<file path="config.mk">
export PLATFORM = sky130hd
export DESIGN_NAME = mch_stack
export DESIGN_NICKNAME = d
export VERILOG_FILES = /design/src/hw/rtl/mch_pkg.sv /design/src/hw/rtl/mch_stack.sv
export SDC_FILE = /design/constraint.sdc
export NUM_CORES = 2
export LEC_CHECK = 0
export BUFFER_PORTS_ARGS = -buffer_cell sky130_fd_sc_hd__buf_4
export CAP_MARGIN = 10
export CORE_ASPECT_RATIO = 0.75
export CORE_MARGIN = 3
export CORE_UTILIZATION = 35
export CTS_CLUSTER_SIZE = 25
export DETAILED_ROUTE_END_ITERATION = 7
export REMOVE_ABC_BUFFERS = 1
export SETUP_SLACK_MARGIN = 0.5
export SYNTH_ARGS = -nofsm -noshare
export SYNTH_HDL_FRONTEND = slang
export SYNTH_SLANG_ARGS = --single-unit
</file>
<file path="constraint.sdc">
create_clock -name clk -period 137.9 [get_ports clk]
set_input_delay 6.895 -clock clk [delete_from_list [all_inputs] [get_ports clk]]
set_output_delay 6.895 -clock clk [all_outputs]
set_load 0.005 [all_outputs]
</file>
<file path="src/hw/rtl/mch_pkg.sv">
// ----------------------------------------------------------------------------
// mch_pkg: shared types and constants of the monotone chain hull block
// Point and result payloads, control groups of the cells and sizing constants.
// ----------------------------------------------------------------------------
package mch_pkg;

  localparam int MAX_POINTS  = 32;
  localparam int MAX_RESULTS = 64;
  localparam int ECHO_COUNT  = 3;
  localparam int CNT_W       = $clog2(MAX_POINTS + 1);
  localparam int RES_W       = $clog2(MAX_RESULTS);
  localparam int DIFF_W      = 33;
  localparam int PROD_W      = 2 * DIFF_W;

  typedef struct packed {
    logic signed [31:0] x;
    logic signed [31:0] y;
  } pt_t;

  typedef struct packed {
    logic signed [31:0] point_x;
    logic signed [31:0] point_y;
    logic               last_point;
  } item_t;

  typedef struct packed {
    logic signed [31:0] hull_x;
    logic signed [31:0] hull_y;
    logic               hull_last;
    logic               no_hull;
    logic               overflow;
  } result_t;

  typedef struct packed {
    logic clear;
    logic shift;
  } sort_ctl_t;

  typedef struct packed {
    logic clear;
    logic push;
    logic pop;
  } stk_ctl_t;

  typedef struct packed {
    logic neg;
    logic zero;
  } turn_t;

endpackage

</file>
<file path="src/hw/rtl/mch_stack.sv">
// ----------------------------------------------------------------------------
// mch_stack: point stack built as a shifting row of cells
// The top two entries sit in the first two cells; push and pop shift the row.
// ----------------------------------------------------------------------------
module mch_stack (
  input  logic                      clk,
  input  logic                      rst,
  input  mch_pkg::stk_ctl_t         ctl,
  input  mch_pkg::pt_t              din,
  output mch_pkg::pt_t              top,
  output mch_pkg::pt_t              second,
  output logic [mch_pkg::CNT_W-1:0] count
);

  mch_pkg::pt_t cells [mch_pkg::MAX_POINTS];

  assign top    = cells[0];
  assign second = cells[1];

  always_ff @(posedge clk) begin
    if (rst || ctl.clear) begin
      count <= '0;
    end else if (ctl.push) begin
      count <= count + 1'b1;
    end else if (ctl.pop) begin
      count <= count - 1'b1;
    end
  end

  for (genvar i = 0; i < mch_pkg::MAX_POINTS; i++) begin : g_cell
    always_ff @(posedge clk) begin
      if (ctl.push) begin
        cells[i] <= (i == 0) ? din : cells[(i == 0) ? 0 : i - 1];
      end else if (ctl.pop) begin
        if (i < mch_pkg::MAX_POINTS - 1) begin
          cells[i] <= cells[(i < mch_pkg::MAX_POINTS - 1) ? i + 1 : i];
        end
      end
    end
  end

endmodule

</file>
==> out/results.ini <==
[sta]
worstMarginPinSlew_ns=1.160
setup_violations=0
hold_viol_final=0
skew_ns=0.05998
tns_ns=0
min_period_ns=12.28
rsz0062_at_grt=false
period_share=0.08903
slew_headroom=0.2268
max_freq_ghz=0.08145
slew_violations=0

[critical_path]
cp_max_fo=222
rrSetupSlack_ns=136.43
crit_buf_inv=7
cpMostUsedCell=buf_4
cp.arrival_ns=12.98
start_kind=primary input
r2r-end=count[4]
setup.worst_path.end_class=flop
critical_path.endpoint=cells[5][16]
critical_path_class=in -> reg
worstPathRequired_ns=138.61
path_cells=buf_4, buf_4, nand2b_4, buf_4, buf_12, buf_12, buf_4, buf_4, nand2_1, nand2_1
worstSetupStartpoint=ctl[1]
reg2reg_depth=5
crit-reg2reg-launch=count[0]
critPathTopFamily=buffers and inverters
path_depth=10
cp_slowest_cell=buf_4
cpPeakStageDelay_ns=0.94

[yosys]
synth-main-ff-cell=edfxtp_1
async_reset_ff_frac=0
synth_area_um2=87230
synth_edf_count=2048
synth_cell_types=26
ys_ff_latch=2054
synth_warnings=0
postSynthCellCount=8491
ys_seq_area_frac=0.7064
avgSynthCellArea_um2=10.27

[drt]
top_layer=met4
wl_met3_um=5863
drc=0
vias=54657
viasPerCell=4.571
wl_per_cell_um=12.62
firstDrtPassIters=5
met2WireLength_um=68830
drtAntennaViolNets=0
drt_iter0_markers=5272
wl_met1_um=72940
routed_wl_um=150900

[die]
core_um2=247500
die_area_um2=255300
fp.dieW_um=582.5
start_util=0.3524
chipHeight_um=438.3
row_count=158
io_pins=203

[clocking]
cts_made_buffers=215
ctsHoldBuffers=0
clock_sinks=2054
cts_htree_levels=4
cts_setup_buffers=0
path_clk_slew_ns=0.06
cts_buffer_depth=4
cts_tree=built
cts-root-buf=clkbuf_16
clock_latency_ns=0.90
cts_resized=0

[power_and_ir_drop]
p_leak_nw=43.21
power.density_nw_per_um2=15.79
peakVddDrop_uv=9.402
pwr-share-comb=0.081
p_clk_frac=0.362
p_switching_uw=366.1
p_sw_frac=0.2390
intPower_mw=1.166
pwr-share-seq=0.557

[run]
maxCapViolations=0

[global_route]
grt_pass1_vias=53058
grt_max_degree=242
grt_usage=0.1157
grt_overflow=0
antenna_found_initial=1
grt_pass1_wl_um=257500

[placement]
place_congestion=0.7228
portBuffers=202
place_hpwl_um=81570

[cells_and_area]
layout.nets=8594
fin_util=0.3920
drive_gt1_frac=0.06304
area_delta_synth_final_pct=11.24
fillCellCount=23974

[hold_path]
hold_class=reg -> reg
hold_path_startpoint=cells[30][12]

[run_status]
status=finished clean

stage by stage:
stage               power (mW)  instances  setup slack, ns  hold slack (ns)  instance area [um^2]
floorplan                1.154       8048            67.06           0.4262                 84240
global placement        0.9849      11583           124.72           0.4308                 90430
detailed placement      0.9945      11583           124.63           0.4345                 90430
CTS                      1.558      11957           125.61           0.4141                 97030
global route             1.613      11958           125.06           0.4210                 97030
finish                   1.532      11958           125.62           0.4183                 97030
routing by layer:
metal / vias to the layer above / global-route usage
met5: - / 0
met3: 222 / 0.01911
met1: 26213 / 0.1629
li1: 27436 / -
met2: 786 / 0.1846
met4: 0 / 0.03221
cell type report:
type | instances | area, um^2 | share of cell area
flip-flops and latches | 2054 | 61620 | 0.6350
multi-input cells | 5992 | 22630 | 0.2332
clock buffers | 248 | 5504 | 0.05672
well taps | 3280 | 4104 | 0.04229
repair buffers | 255 | 2064 | 0.02128
clock inverters | 126 | 1094 | 0.01127
inverters | 2 | 15.01 | 0.0001547
diodes | 1 | 2.502 | 0.00002579
worst reg2reg max path, stage by stage (launching register included):
cell	delay [ns]
dfxtp_1	0.36
fa_1	0.45
a21o_1	0.17
a21oi_1	0.19
or4_1	0.13
nand3_1	0.06
power by group through the flow:
stage                     clock network, mW  registers [mW]  logic [mW]
final                                 0.554           0.854       0.124
after global routing                  0.598           0.867       0.149
after CTS                             0.575           0.855       0.128
after detailed placement                  0           0.867       0.128
after global placement                    0           0.863       0.121
after floorplan                           0           0.904       0.250
worst min-delay path by stage:
stage	to	slack (ns)	depth (start not counted)
3_3_place_gp	cells[31][38]	0.43	0
6_report	cells[31][12]	0.42	0
4_1_cts	cells[31][52]	0.41	0
3_5_place_dp	cells[31][58]	0.43	0
5_1_grt	cells[31][22]	0.42	0
2_1_floorplan	cells[31][0]	0.43	0
sequential cells by signal, summed over array words and instances (netlist names):
| name | count |
|---|---|
| cells | 2048 |
| count | 6 |
placed cells by master, fill, tap and decap left out, types with 4 or more instances in the layout:
cell	n
a21oi_1	4
buf_12	12
buf_4	243
bufinv_16	16
clkbuf_1	33
clkbuf_16	215
clkinv_1	52
clkinv_2	37
clkinv_4	5
clkinvlp_4	7
dfxtp_1	6
edfxtp_1	2048
ha_1	4
inv_6	5
nand2_1	5956
nand3_1	4
nor2_1	4
cells in the mapped netlist (3+ instances only):
library cell / count / area (um^2)
a21o_1: 3 / 22.52
a21oi_1: 4 / 20.02
buf_2: 263 / 1316
buf_4: 41 / 307.8
buf_6: 112 / 1261
clkbuf_1: 27 / 101.4
dfxtp_1: 6 / 120.1
edfxtp_1: 2048 / 61500
ha_1: 4 / 50.05
nand2_1: 5956 / 22360
nand3_1: 4 / 20.02
nand4_1: 3 / 18.77
nor2_1: 4 / 15.01
logic make-up after synthesis:
group | after synthesis | synth area share
DFF | 2054 | 0.7064
adders and majority gates | 5 | 0.0008033
buffers and inverters | 445 | 0.03432
xor gates and xnor gates | 2 | 0.0002008
AOI/OAI and AO/OA | 10 | 0.0007746
and+or+nand+nor | 5975 | 0.2575
(Power assumes the default switching activity.)
