--- config.mk ---
export PLATFORM = sky130hd
export DESIGN_NAME = mch_sort_cell
export DESIGN_NICKNAME = d
export VERILOG_FILES = /design/src/hw/rtl/mch_pkg.sv /design/src/hw/rtl/mch_sort_cell.sv
export SDC_FILE = /design/constraint.sdc
export NUM_CORES = 1
export LEC_CHECK = 0
export BUFFER_PORTS_ARGS = -buffer_cell sky130_fd_sc_hd__buf_2
export CAP_MARGIN = 20
export CORE_MARGIN = 2
export CORE_UTILIZATION = 54
export CTS_BUF_LIST = sky130_fd_sc_hd__clkbuf_16
export CTS_CLUSTER_SIZE = 20
export DETAILED_ROUTE_END_ITERATION = 16
export PLACE_DENSITY = 0.94
export SETUP_SLACK_MARGIN = 0.15
export SYNTH_ARGS = -nofsm -noshare
export SYNTH_HDL_FRONTEND = slang
export SYNTH_SLANG_ARGS = --single-unit
--- constraint.sdc ---
create_clock -name clk -period 18.8 [get_ports clk]
set_clock_uncertainty 0.2 [all_clocks]
set_input_delay 0 -clock clk [delete_from_list [all_inputs] [get_ports clk]]
set_output_delay 0 -clock clk [all_outputs]
set_load 0.05 [all_outputs]
--- src/hw/rtl/mch_pkg.sv ---
// ----------------------------------------------------------------------------
// mch_pkg: shared types and constants of the monotone chain hull block
// Point and result payloads, control groups of the cells and sizing constants.
// ----------------------------------------------------------------------------
package mch_pkg;

  localparam int MAX_POINTS  = 32;
  localparam int MAX_RESULTS = 64;
  localparam int ECHO_COUNT  = 3;
  localparam int CNT_W       = $clog2(MAX_POINTS + 1);
  localparam int RES_W       = $clog2(MAX_RESULTS);
  localparam int DIFF_W      = 33;
  localparam int PROD_W      = 2 * DIFF_W;

  typedef struct packed {
    logic signed [31:0] x;
    logic signed [31:0] y;
  } pt_t;

  typedef struct packed {
    logic signed [31:0] point_x;
    logic signed [31:0] point_y;
    logic               last_point;
  } item_t;

  typedef struct packed {
    logic signed [31:0] hull_x;
    logic signed [31:0] hull_y;
    logic               hull_last;
    logic               no_hull;
    logic               overflow;
  } result_t;

  typedef struct packed {
    logic clear;
    logic shift;
  } sort_ctl_t;

  typedef struct packed {
    logic clear;
    logic push;
    logic pop;
  } stk_ctl_t;

  typedef struct packed {
    logic neg;
    logic zero;
  } turn_t;

endpackage

--- src/hw/rtl/mch_sort_cell.sv ---
// ----------------------------------------------------------------------------
// mch_sort_cell: one cell of the systolic insertion sorter
// Keeps the smaller of its point and the arriving one and hands the larger on;
// in readout mode it takes the point of its right-hand neighbour.
// ----------------------------------------------------------------------------
module mch_sort_cell (
  input  logic              clk,
  input  logic              rst,
  input  mch_pkg::sort_ctl_t ctl,
  input  mch_pkg::pt_t      in_pt,
  input  logic              in_v,
  input  mch_pkg::pt_t      nb_pt,
  input  logic              nb_v,
  output mch_pkg::pt_t      out_pt,
  output logic              out_v,
  output mch_pkg::pt_t      held_pt,
  output logic              held_v
);

  logic in_less;

  // Order by x, then by y.
  assign in_less = (in_pt.x < held_pt.x) || ((in_pt.x == held_pt.x) && (in_pt.y < held_pt.y));

  always_ff @(posedge clk) begin
    if (rst || ctl.clear) begin
      held_v <= 1'b0;
      out_v  <= 1'b0;
    end else if (ctl.shift) begin
      held_pt <= nb_pt;
      held_v  <= nb_v;
      out_v   <= 1'b0;
    end else if (in_v) begin
      if (!held_v) begin
        held_pt <= in_pt;
        held_v  <= 1'b1;
        out_v   <= 1'b0;
      end else if (in_less) begin
        held_pt <= in_pt;
        out_pt  <= held_pt;
        out_v   <= 1'b1;
      end else begin
        out_pt <= in_pt;
        out_v  <= 1'b1;
      end
    end else begin
      out_v <= 1'b0;
    end
  end

endmodule

==> reports/qor.yml, run 1 <==
status: "stopped before the end"
failing_step: "clock tree synthesis (4_1_cts)"
error_line: "[ERROR RSZ-0060] Max buffer count reached."
ys_async_sr_fraction_pct: 0
detailed_place_hpwl_microns: 12900
place_ws_ns: 14.80
synth_area_sq_mm: 0.00717
die_width_microns: 119
placed_cells: 947
cts_setup_buffers: 0
synth_top_cell_by_area: "edfxtp_1"
portBuffers: 263
cts_made_buffers: 17
synth-seq-area-share_pct: 54.2
postPlaceCellArea_sq_mm: 0.00866
die_y_microns: 119
num_rows: 42
cts_htree_levels: 4
io_pins: 264
cts-root-buf: "clkbuf_16"
ctsHoldBuffers: 196
synth.distinct_cells: 42
synthTopCellsByArea: "edfxtp_1 54%, mux2_2 15%, ha_1 11%"
synth_common_cells: "128 x edfxtp_1, 97 x mux2_2, 67 x inv_1, 63 x ha_1, 30 x mux2_1"
yosysWarningCount: 0
ctsLongestPathBuffers: 2
synth_flop_cell: "edfxtp_1"
netlist.area_leader.share_pct: 53.6
cts_resized: 0
gp_congestion: 0.806
synth_edf_count: 128
yosysMostFrequentCell: "edfxtp_1"
numClockSinks: 130
syn_avg_cell_area_sq_um: 13.9
synth_fp_nets: 714
synthCells: 517
start_util_pct: 54.8
postSynthRegisterBits: 130
logic make-up after synthesis:
| logic type | share of synthesized area [%] |
|---|---|
| simple gates | 4.73 |
| compound gates | 5.27 |
| fa+ha+maj | 11.0 |
| flops | 54.2 |
| mux | 20.0 |
| buf+inv | 4.87 |
through the flow:
| stage | utilization (%) | hold slack (ns) |
|---|---|---|
| floorplan | - | -0.123 |
| global placement | 66.2 | 0.0156 |
| detailed placement | 66.2 | 0.0205 |
==> run 2, diff against run 1 <==
CORE_UTILIZATION = 40   (was 54)
CTS_BUF_LIST = unset   (was sky130_fd_sc_hd__clkbuf_16)
CTS_CLUSTER_SIZE = unset   (was 20)
PLACE_DENSITY = unset   (was 0.94)
PLACE_DENSITY_LB_ADDON = 0.15   (was unset)
SETUP_SLACK_MARGIN = unset   (was 0.15)
==> reports/qor.yml, run 2 <==
max_freq_mhz: 248
cts_htree_levels: 4  # unchanged
rsz0062_at_grt: "no"
path_class: "register to register"
ant_nets: 0
crit_start: "held_pt[57]"
drc: 0
grt.overflow.total: 0
grt_max_degree: 70
status: "finished, final reports clean"
layout_min_cycle_time_ns: 4.03
routed_wl_microns: 20500
area_delta_synth_final_pct: 55.9
fin_nets: 1181
synth.distinct_cells: 42  # unchanged
p_per_area_mw_per_mm2: 71.1
post-route-period-util_pct: 21.5
setup_viol: 0
synth_fp_nets: 714  # unchanged
cp-start-kind: "register"
worst_pin_slew_ns: 1.00
r2r_start: "held_pt[57]"
ys_async_sr_fraction_pct: 0  # unchanged
final_common_cell: "buf_2"
relSlewSlack_pct: 33.0
utilization_pct: 64.2
clk_latency_ns: 0.42
p_total_w: 0.000795
netlist.area_leader.share_pct: 53.6  # unchanged
postPlaceCellArea_sq_mm: 0.00872  # +0.71%
cts_made_buffers: 17  # unchanged
gp_congestion: 0.789  # -2.2%
cts_resized: 0  # unchanged
coreArea_sq_mm: 0.0174
crit_arrival_ns: 3.89
n_antenna_cell: 0
antenna_found_initial: 0
cts_tree: "yes"
reg_top3: "held_pt x64, out_pt x64"
path_clk_slew_ns: 0.06
synth_edf_count: 128  # unchanged
hold_viol: 0
first_iter_violations: 236
cp-end-kind: "register"
nFillCells: 1372
slew_viol_final: 0
first_pass_iters: 4
portBuffers: 263  # unchanged
synth_common_cells: "128 x edfxtp_1, 97 x mux2_2, 67 x inv_1, 63 x ha_1, 30 x mux2_1"
die_y_microns: 138  # +16%
globalRouteMet3Util_pct: 5.96
cap_violations: 0
postSynthRegisterBits: 130  # unchanged
grtUsageTotal_pct: 21.5
cts-root-buf: "clkbuf_16"
yosysMostFrequentCell: "edfxtp_1"
vdd_drop_max_mv: 0.0622
setup_tns_ns: 0
syn_avg_cell_area_sq_um: 13.9  # unchanged
synth_top_cell_by_area: "edfxtp_1"
grt_pass1_wl_microns: 31100
use_met1_pct: 25.4
met2_usage_pct: 37.6
io_pins: 264  # unchanged
final_cell_mix: "262 x buf_2, 194 x dlygate4sd3_1, 128 x edfxtp_1"
busiest_layer: "met2"
yosysWarningCount: 0  # unchanged
die_area_sq_mm: 0.0190
leakage_nw: 4.87
cp.required_ns: 18.65
min_path_type: "input port to register"
finalInstanceArea_sq_mm: 0.0112
crit_fanout: 36
synthTopCellsByArea: "edfxtp_1 54%, mux2_2 15%, ha_1 11%"
ctsLongestPathBuffers: 2  # unchanged
synth_flop_cell: "edfxtp_1"
detailed_place_hpwl_microns: 13300  # +3.1%
numClockSinks: 130  # unchanged
hp-start: "rst"
synth-seq-area-share_pct: 54.2  # unchanged
drive_above_1_share_pct: 39.4
wl_per_cell_microns: 16.8
die_width_microns: 138  # +16%
start_util_pct: 41.2  # -14 points
num_rows: 48  # +14%
synthCells: 517  # unchanged
vias_per_cell: 4.88
synth_area_sq_mm: 0.00717  # unchanged
vias: 5955
grt_pass1_vias: 6211
run 2: cell counts after synthesis:
No cell type changed its count.
run 2: logic make-up (layout without fill, tap and decap cells):
family,after synthesis,count (layout),share of synthesized area [%]
flops,130,130,54.2
compound gates,52,52,5.27
simple gates,64,64,4.73
mux,127,127,20.0
buf+inv,81,560,4.87
fa+ha+maj,63,63,11.0
run 2: path summary, 6_finish.rpt:
kind                            slack (ns)  cells past startpoint           to
worst max-delay path                 14.77                     10  held_pt[47]
worst min-delay path                  0.05                      3   out_pt[10]
worst max register to register       14.77                     10  held_pt[47]
worst min register to register        0.38                      1   out_pt[51]
run 2: worst max-delay path: stages, from the launching register on:
cell and delay, ns:
edfxtp_1 0.39, inv_1 0.07, ha_1 0.25, a21oi_1 0.18
o221ai_1 0.16, a311oi_1 0.29, o21ai_0 0.15, o22ai_1 0.41
a2111oi_0 0.20, nor2_4 0.76, buf_4 0.58
run 2: cell type report:
class / instances / area (sq um) / area share (%)
timing repair buffer: 462 / 3300 / 29.5
sequential: 130 / 3880 / 34.8
tap: 225 / 282 / 2.52
clock inverter: 8 / 63.8 / 0.571
multi-input combinational: 306 / 2950 / 26.4
inverter: 67 / 251 / 2.25
clock buffer: 23 / 448 / 4.01
run 2: what timing repair did:
| action | CTS | global route |
|---|---|---|
| endpoints found under the setup margin | 0 | 0 |
| endpoints found under the hold margin | 130 | 0 |
| setup buffers | 0 | 0 |
| hold buffers | 194 | 0 |
run 2: through the flow:
stage / std cells / hold WS [ns] / worst slack, ns
6_report: 1221 / 0.0461 / 14.77
5_1_grt: 1221 / 0.0618 / 14.47
4_1_cts: 1221 / 0.0394 / 14.65
3_5_place_dp: 996 / 0.0248 / 14.68
3_3_place_gp: 996 / 0.0166 / 14.74
2_1_floorplan: 517 / -0.123 / 10.52
run 2: metal layers:
layer  vias up  part of all wire, %
met4         0                  1.6
met5         -                    0
met3        29                  7.7
met2       229                   49
met1      2810                   41
li1       2887                    -
run 2: power by group:
part	leakage (nW)	internal, W	switching, W
clock network	0.247	0.000179	0.000120
registers	1.19	0.000331	0.00000469
logic	3.44	0.0000816	0.0000788
(Power assumes the default switching activity.)
==> run 3, diff against run 2 <==
clock period = 3.43 ns   (was 18.8 ns; I/O delays follow)
==> reports/qor.yml, run 3 (synthesized netlist as in run 2, its figures left out) <==
p_per_area_mw_per_mm2: 394  # +450%
cts_tree: "yes"
cap_violations: 0  # unchanged
wl_per_cell_microns: 16.9  # +0.37%
multiInputGateArea_sq_mm: 0.00296  # +0.51%
clk_latency_ns: 0.42  # about the same
numClockSinks: 130  # unchanged
die_area_sq_mm: 0.0190  # unchanged
cts_made_buffers: 17  # unchanged
path_clk_slew_ns: 0.06  # about the same
final_cell_mix: "262 x buf_2, 195 x dlygate4sd3_1, 128 x edfxtp_1"
worst_pin_slew_ns: 0.544  # -0.461 ns
area_delta_synth_final_pct: 57.6
crit_arrival_ns: 3.20  # -0.69 ns
n_antenna_cell: 0  # unchanged
rsz0062_at_grt: "no"
die_y_microns: 138  # unchanged
relSlewSlack_pct: 63.7  # +31 points
cts_setup_buffers: 0  # unchanged
routed_wl_microns: 20700  # +0.70%
grt_pass1_vias: 6401  # +3.1%
leakage_nw: 4.93  # +1.1%
cp.required_ns: 3.39  # -15.26 ns
first_iter_violations: 223  # -5.5%
wl_met1_microns: 8350  # -1.8%
max_freq_mhz: 309  # +25%
layout_min_cycle_time_ns: 3.24  # -0.795 ns
reg2reg_to: "out_pt[49]"
hold_viol: 0  # unchanged
regArea_sq_mm: 0.00389  # about the same
setup_viol: 0  # unchanged
hp-start: "ctl[0]"
drive_above_1_share_pct: 40.0  # +0.64 points
final_common_cell: "buf_2"
worst_slack_ns: 0.191  # -14.58 ns
num_rows: 48  # unchanged
vias: 5984  # +0.49%
gp_congestion: 0.799  # +1.3%
utilization_pct: 64.9  # +0.70 points
drc: 0  # unchanged
grt_max_degree: 44  # -37%
die_width_microns: 138  # unchanged
ant_nets: 0  # unchanged
cp-start-kind: "register"
r2r_start: "held_pt[54]"
first_pass_iters: 5  # +1
min_path_type: "input port to register"
grtUsageTotal_pct: 22.0  # +0.47 points
cp-end-kind: "register"
crit_fanout: 34  # -5.6%
cts-root-buf: "clkbuf_16"
rrSetupSlack_ns: 0.19  # -14.58 ns
nFillCells: 1341  # -2.3%
io_pins: 264  # unchanged
fin_nets: 1184  # +0.25%
path_class: "register to register"
coreArea_sq_mm: 0.0174  # unchanged
hold_depth: 2  # -1
start_util_pct: 41.2  # unchanged
min_to: "held_pt[32]"
met3WireLength_microns: 1710  # +8.8%
wl_met2_microns: 10400  # +2.9%
reg_top3: "held_pt x64, out_pt x64"
r2r_cells: 10  # unchanged
slew_viol_final: 0  # unchanged
topRoutingLayerUsed: "met5"
vias_per_cell: 4.88  # +0.16%
cts_htree_levels: 4  # unchanged
ctsLongestPathBuffers: 2  # unchanged
post-route-period-util_pct: 94.4  # +73 points
detailed_place_hpwl_microns: 13600  # +1.6%
vdd_drop_max_mv: 0.341  # +450%
antenna_found_initial: 1  # +1
grt.overflow.total: 0  # unchanged
place_ws_ns: 0.0843  # -14.60 ns
portBuffers: 263  # unchanged
status: "finished, final reports clean"
grt_pass1_wl_microns: 31700  # +2.1%
==> run 3: area by class of cell <==
type                       instances  area share, %
clock inverter                    13           1.05
timing repair buffer             465           29.7
clock buffer                      19           3.83
sequential                       130           34.4
multi-input combinational        306           26.2
tap                              225           2.49
inverter                          67           2.23
==> run 3: metrics by stage <==
step,total power (W),setup TNS [ns],instance area (sq um),hold WS (ns),cells
6_report,0.00445,0,11300,0.0617,1225
5_1_grt,0.00464,0,11300,0.0740,1225
4_1_cts,0.00448,0,11300,0.0493,1225
3_5_place_dp,0.00256,0,8790,0.0560,998
3_3_place_gp,0.00255,0,8790,0.0299,998
2_1_floorplan,0.00234,-13.32,7200,-0.123,517
==> run 3: power by group <==
| part | switching, W | internal, W | total [W] | leakage, nW |
|---|---|---|---|---|
| combinational | 0.000436 | 0.000459 | 0.000895 | 3.47 |
| clock | 0.000665 | 0.00105 | 0.00172 | 0.266 |
| sequential | 0.0000268 | 0.00181 | 0.00184 | 1.19 |
==> run 3: worst max path at each step <==
stage	from	to	slack, ns	cells after the start
3_3_place_gp	held_pt[54]	held_pt[52]	0.09	10
3_5_place_dp	held_pt[54]	held_pt[52]	0.08	10
4_1_cts	held_pt[54]	held_pt[61]	0.06	10
5_1_grt	held_pt[54]	out_pt[49]	0.01	10
6_report	held_pt[54]	out_pt[49]	0.19	10
2_1_floorplan	held_pt[1]	held_pt[0]	-0.21	8
==> run 3: worst max-delay path, cell delays in order (launching register included) <==
cell	delay, ns
edfxtp_1	0.37
inv_1	0.05
ha_1	0.32
nand4_1	0.11
nor3_1	0.38
nand3_1	0.20
a31oi_1	0.20
o22ai_1	0.17
a211oi_4	0.31
buf_12	0.27
mux2_2	0.37
==> run 3: metal layers <==
metal,up-vias,GRT usage [%]
li1,2886,-
met1,2857,25.8
met2,225,38.7
met3,14,6.54
met4,2,6.80
met5,-,0
==> run 3: what timing repair did <==
item	4_1_cts	5_1_grt
resized for setup	0	1
hold buffers	195	0
setup endpoints to repair	0	21
hold endpoints to repair	130	0
